<file path="config.mk">
export PLATFORM = sky130hd
export DESIGN_NAME = kti_div
export DESIGN_NICKNAME = d
export VERILOG_FILES = /design/src/hdl/kti_pkg.sv /design/src/hdl/kti_div.sv
export SDC_FILE = /design/constraint.sdc
export NUM_CORES = 1
export LEC_CHECK = 0
export BUFFER_PORTS_ARGS = -buffer_cell sky130_fd_sc_hd__buf_2
export CAP_MARGIN = 20
export CORE_UTILIZATION = 55
export CTS_CLUSTER_DIAMETER = 150
export CTS_CLUSTER_SIZE = 20
export DETAILED_ROUTE_END_ITERATION = 7
export PLACE_DENSITY = 0.8
export SLEW_MARGIN = 20
export SYNTH_ARGS = -nofsm -noshare
export SYNTH_HDL_FRONTEND = slang
export SYNTH_SLANG_ARGS = --single-unit
</file>
<file path="constraint.sdc">
create_clock -name clk_i -period 3.8 [get_ports clk_i]
set_input_delay 0.76 -clock clk_i [delete_from_list [all_inputs] [get_ports clk_i]]
set_output_delay 0.76 -clock clk_i [all_outputs]
set_load 0.02 [all_outputs]
</file>
<file path="src/hdl/kti_pkg.sv">
// Shared constants, types and helpers of the keyframe table interpolator.
package kti_pkg;

  localparam int MAX_KEYS = 64;
  localparam int NUM_CH   = 25;

  localparam int CMD_W  = 4;
  localparam int FRM_W  = 16;
  localparam int CH_W   = 5;
  localparam int VAL_W  = 32;
  localparam int STAT_W = 2;

  localparam int POS_W = $clog2(MAX_KEYS);
  localparam int CNT_W = $clog2(MAX_KEYS + 1);
  localparam int CC_W  = $clog2(NUM_CH);
  localparam int CA_W  = $clog2(MAX_KEYS * NUM_CH);

  localparam int NUM_W = VAL_W + FRM_W;
  localparam int QUO_W = VAL_W + 1;

  typedef enum logic [CMD_W-1:0] {
    CMD_SET_CH    = 4'd0,
    CMD_ADD_KEY   = 4'd1,
    CMD_REMOVE    = 4'd2,
    CMD_NEXT_KEY  = 4'd3,
    CMD_PREV_KEY  = 4'd4,
    CMD_EVALUATE  = 4'd5,
    CMD_FIRST_LST = 4'd6,
    CMD_CLEAR_CUR = 4'd7,
    CMD_RESET_ALL = 4'd8
  } cmd_e;

  typedef enum logic [STAT_W-1:0] {
    ST_OK        = 2'd0,
    ST_EMPTY     = 2'd1,
    ST_FULL      = 2'd2,
    ST_NOT_FOUND = 2'd3
  } status_e;

  typedef enum logic [4:0] {
    S_IDLE,
    S_SCAN_RD,
    S_SCAN_CK,
    S_DISPATCH,
    S_RM_RD,
    S_RM_WR,
    S_RM_TAIL,
    S_FREE_RD,
    S_FREE_CK,
    S_INS_RD,
    S_INS_WR,
    S_INS_PUT,
    S_COPY,
    S_EV_RDP,
    S_EV_P,
    S_EV_RDN,
    S_EV_N,
    S_EV_MUL,
    S_EV_DIVS,
    S_EV_DIV,
    S_EMIT
  } state_e;

  // One entry of the sorted directory: key frame, enable bit and data slot.
  typedef struct packed {
    logic [FRM_W-1:0] frame;
    logic             en;
    logic [POS_W-1:0] slot;
  } dir_t;

  localparam int DIR_W = $bits(dir_t);

  function automatic logic [CA_W-1:0] chan_addr(input logic [POS_W-1:0] s,
                                                input logic [CC_W-1:0]  c);
    logic [CA_W-1:0] base;
    base = CA_W'(s) * CA_W'(NUM_CH);
    return base + CA_W'(c);
  endfunction

endpackage

</file>
<file path="src/hdl/kti_div.sv">
// Restoring divider, one quotient bit per cycle.
module kti_div (
  input  logic                      clk_i,
  input  logic                      rst_ni,
  input  logic                      start_i,
  input  logic [kti_pkg::NUM_W-1:0] num_i,
  input  logic [kti_pkg::FRM_W-1:0] den_i,
  output logic                      done_o,
  output logic [kti_pkg::QUO_W-1:0] quo_o
);
  import kti_pkg::*;

  localparam int STEP_W = $clog2(NUM_W);

  logic              busy_q, busy_d;
  logic              done_q, done_d;
  logic [STEP_W-1:0] step_q, step_d;
  logic [NUM_W-1:0]  nq_q, nq_d;
  logic [FRM_W:0]    rem_q, rem_d;
  logic [FRM_W-1:0]  den_q, den_d;
  logic [FRM_W:0]    trial;
  logic [FRM_W:0]    diff;

  always_comb begin
    busy_d = busy_q;
    done_d = 1'b0;
    step_d = step_q;
    nq_d   = nq_q;
    rem_d  = rem_q;
    den_d  = den_q;
    trial  = {rem_q[FRM_W-1:0], nq_q[NUM_W-1]};
    diff   = trial - {1'b0, den_q};
    if (start_i) begin
      busy_d = 1'b1;
      step_d = '0;
      nq_d   = num_i;
      rem_d  = '0;
      den_d  = den_i;
    end else if (busy_q) begin
      // shift in the next numerator bit; subtract where the divisor fits
      if (trial >= {1'b0, den_q}) begin
        rem_d = diff;
        nq_d  = {nq_q[NUM_W-2:0], 1'b1};
      end else begin
        rem_d = trial;
        nq_d  = {nq_q[NUM_W-2:0], 1'b0};
      end
      step_d = step_q + 1'b1;
      if (step_q == STEP_W'(NUM_W - 1)) begin
        busy_d = 1'b0;
        done_d = 1'b1;
      end
    end
  end

  always_ff @(posedge clk_i or negedge rst_ni) begin
    if (!rst_ni) begin
      busy_q <= 1'b0;
      done_q <= 1'b0;
      step_q <= '0;
    end else begin
      busy_q <= busy_d;
      done_q <= done_d;
      step_q <= step_d;
    end
  end

  always_ff @(posedge clk_i) begin
    nq_q  <= nq_d;
    rem_q <= rem_d;
    den_q <= den_d;
  end

  assign done_o = done_q;
  assign quo_o  = nq_q[QUO_W-1:0];
endmodule

</file>
==> metrics.md <==
| Metric | Value |
|---|---|
| Status | `completed` |
| Port buffer count | `100` |
| Unique masters post-synth | `50` |
| Vias/cell | `5.39` |
| CP max stage cell | `a211oi_1` |
| Largest net degree at the start of global routing | `60` |
| RSZ-0062 raised after global routing | `false` |
| Clk Latency, worst-skew pair | `0.35 ns` |
| RR Endpoint | `rem_q[12]$_SDFFE_PP0P_` |
| TritonRoute pass-1 iters | `4` |
| Worst-Margin Slew | `0.824 ns` |
| Fmax achieved | `394 MHz` |
| # diodes | `0` |
| Top Metal Used | `met4` |
| Syn_area_per_cell | `12.2 um^2` |
| Flop pwr share | `0.477` |
| Fill cells | `652` |
| Ratio of cells with drive above 1 in the final layout | `0.397` |
| Worst hold path class | `primary input to async pin` |
| CTS clk-pin slew, worst paths | `0.09 ns` |
| Critical Path Source | `nq_q[47]$_DFFE_PP_` |
| Seq/Total Area, Yosys | `0.517` |
| First-pass GRT wire length | `14.1 mm` |
| Comb pwr share | `0.265` |
| Worst Setup End Kind | `flip-flop` |
| Global route total overflow | `0` |
| Core Box Area | `0.00826 mm^2` |
| Via count | `3035` |
| Post-synthesis register bit count | `88` |
| Placed inst area | `0.00507 mm^2` |
| Met2 WL | `4.37 mm` |
| Top FF cell, synth | `edfxtp_1` |
| CTS tree | `done` |
| Max Root-Sink Buffers | `2` |
| R2R setup slack | `1.26 ns` |
| Critical Path AT | `2.77 ns` |
| Synth Net Count | `471` |
| Final setup fails | `0` |
| Final Cell Area | `0.00527 mm^2` |
| Power per cell area | `482 mW/mm^2` |
| Syn. warnings | `0` |
| Worst IR Drop VDD | `0.281 mV` |
| Switching fraction of total power | `0.302` |
| Met3 wire len | `482 um` |
| CP Capture Point | `rem_q[12]$_SDFFE_PP0P_` |
| Layout Nets | `538` |
| Root buffer cell | `clkbuf_8` |
| Vias in the first global route | `3068` |
| Initial antenna violation count | `0` |
| Ys async rst share | `0.0909` |
| Post-Syn Instances | `386` |
| Post CTS Setup Buffer Count | `0` |
| M1 WL | `3.66 mm` |
| Die height | `94.7 um` |
| Final critical-path required period | `2.54 ns` |
| TNS Setup | `0 ns` |
| GRT Total Usage | `0.207` |
| Lkg Pwr | `0.00233 uW` |
| DRT Wirelength | `8.63 mm` |
| DR WL/cell | `15.3 um` |
| Area grow syn2layout | `11.6%` |
| Initial Utilization | `0.572` |
| Startpoint Class | `flip-flop` |
| Number of synthesized flops with an enable pin | `64` |
| Worst Path Max Fanout | `4` |
| Req. time, crit path | `4.03 ns` |
| IO Count | `101` |
| FP Rows | `33` |
| Resized cells post-CTS | `0` |
| Clock sink count | `88` |
| H-tree depth | `3` |
| Drt drc | `0` |
| HPWL Detailed | `6.26 mm` |
| Final ANT Viol Nets | `0` |
| Crit-path cells | `inv_1 > ha_1 > fa_1 > nor2b_1 > o31ai_2 > a211oi_1 > o41ai_1 > xnor2_1 > mux2i_1 > o21ai_0` |
| Critical path class | `flip-flop to flip-flop` |
| Critical path's largest stage delay | `0.50 ns` |
| Final hold vios | `0` |
| Internal power | `1770 uW` |
| RD Place Congestion | `0.821` |
| Clock share of power | `0.258` |
| Iteration-0 DRC Markers | `125` |
| Worst-case reg-to-reg path depth | `10` |
| TritonCTS Buffers | `9` |
| RR Startpoint | `nq_q[47]$_DFFE_PP_` |
| Maxcap violations | `0` |
| Psw | `768 uW` |
| Syn Std Cell Area | `0.00472 mm^2` |
| Max-slew violations | `0` |
| Worst slew margin | `0.447` |
| Clk_skew | `0.00896 ns` |
| Width of the die | `94.7 um` |
| Fin crit share | `0.668` |
| DIE AREA | `0.00896 mm^2` |
| # hold bufs at CTS | `0` |
-- power by group through the flow --
| stage | sequential [uW] | combinational (uW) | clock [uW] |
|---|---|---|---|
| finish | 1210 | 672 | 656 |
| global route | 1220 | 742 | 705 |
| CTS | 1210 | 675 | 667 |
| detailed placement | 1230 | 672 | 0 |
| global placement | 1230 | 651 | 0 |
| floorplan | 1210 | 588 | 0 |
-- registers in the layout (all words and copies together) (netlist names) --
register	flops
den_q	16
rem_q	16
nq_q	48
done_o	1
step_q	6
busy_q	1
-- worst max-delay path, delay by kind of cell (launching register included) --
family / cells / cell delay (ns)
and+or+nand+nor: 1 / 0.20
xor gates and xnor gates: 1 / 0.15
muxes: 1 / 0.15
buffers and inverters: 1 / 0.06
DFF: 1 / 0.34
adders and majority gates: 2 / 0.64
AOI/OAI and AO/OA: 4 / 0.87
-- placed cells by master (no fill, tap or decap), drive strengths merged, types with 2 or more instances in the layout --
master and instances:
buf 103, edfxtp 64, mux2 49, nor2 28
inv 21, nand2 17, ha 17, dfxtp 16
mux2i 15, o21ai 12, a21oi 12, xnor2 10
a211oi 10, clkbuf 9, dfrtp 8, nand3 6
a31oi 5, nor3 5, xor2 5, nand4 4
nand2b 4, o31ai 4, and2 3, o21a 3
clkinv 3, nor2b 2, a21o 2, a211o 2
and2b 2, nor4 2, o41ai 2, nand3b 2
-- metrics by stage --
stage	worst slack, ns	total power, uW	hold WS [ns]	std cells	util
floorplan	1.21	1800	0.442	386	-
global placement	1.20	1880	0.464	547	0.614
detailed placement	1.12	1900	0.466	547	0.614
CTS	1.25	2550	0.224	563	0.638
global route	1.04	2670	0.232	563	0.638
finish	1.26	2540	0.233	563	0.638
-- metal layers --
layer / global-route usage / vias to the layer above
met2: 0.354 / 79
li1: - / 1505
met4: 0.0783 / 0
met1: 0.248 / 1440
met5: 0 / -
met3: 0.0564 / 11
-- synth_stat cells (2+ instances only) --
| master | count | share of area |
|---|---|---|
| a211o_1 | 2 | 0.0037 |
| a211oi_1 | 8 | 0.013 |
| a211oi_2 | 2 | 0.0053 |
| a21o_1 | 2 | 0.0032 |
| a21oi_1 | 8 | 0.0085 |
| a21oi_2 | 3 | 0.0056 |
| a31oi_1 | 5 | 0.0066 |
| and2_1 | 3 | 0.0040 |
| and2b_1 | 2 | 0.0032 |
| buf_4 | 34 | 0.054 |
| clkbuf_1 | 11 | 0.0087 |
| dfrtp_1 | 8 | 0.042 |
| dfxtp_1 | 16 | 0.068 |
| edfxtp_1 | 64 | 0.41 |
| ha_1 | 17 | 0.045 |
| inv_1 | 19 | 0.015 |
| mux2_2 | 48 | 0.11 |
| mux2i_1 | 15 | 0.032 |
| nand2_1 | 17 | 0.014 |
| nand2b_1 | 4 | 0.0053 |
| nand3_1 | 6 | 0.0064 |
| nand3b_1 | 2 | 0.0032 |
| nand4_1 | 4 | 0.0053 |
| nor2_1 | 27 | 0.021 |
| nor2b_1 | 2 | 0.0026 |
| nor3_1 | 5 | 0.0053 |
| nor4_1 | 2 | 0.0026 |
| o21a_1 | 3 | 0.0048 |
| o21ai_0 | 10 | 0.011 |
| o31ai_1 | 2 | 0.0032 |
| o31ai_2 | 2 | 0.0053 |
| o41ai_1 | 2 | 0.0037 |
| xnor2_1 | 10 | 0.019 |
| xor2_1 | 5 | 0.0093 |
-- cell families (layout without fill, tap and decap cells) --
group | after synthesis | in the layout | share of synthesized area
flip-flops | 88 | 88 | 0.517
AND/OR/NAND/NOR | 80 | 80 | 0.0858
buffers and inverters | 66 | 138 | 0.0829
multiplexers | 64 | 64 | 0.149
AO/OA/AOI/OAI | 55 | 55 | 0.0874
adder cells (fa/ha/maj) | 18 | 18 | 0.0493
XOR/XNOR | 15 | 15 | 0.0278
-- how the worst min path moves through the flow --
stage                             endpoint  depth (start not counted)                    from
floorplan           rem_q[14]$_SDFFE_PP0P_                          2  rem_q[14]$_SDFFE_PP0P_
global placement    rem_q[14]$_SDFFE_PP0P_                          2  rem_q[14]$_SDFFE_PP0P_
detailed placement  rem_q[14]$_SDFFE_PP0P_                          2  rem_q[14]$_SDFFE_PP0P_
CTS                  step_q[4]$_DFFE_PN0P_                          1                  rst_ni
global route         step_q[4]$_DFFE_PN0P_                          1                  rst_ni
finish                    done_o$_DFF_PN0_                          1                  rst_ni
-- layout make-up --
type                       count  area [um^2]  share of cell area
sequential                    88         2440               0.463
multi-input combinational    232         1890               0.358
timing repair buffer         103          536               0.102
tap                          105          131              0.0249
clock buffer                   9          124              0.0235
clock inverter                 7         77.6              0.0147
inverter                      19         71.3              0.0135
Power figures use the tool's default switching activity.
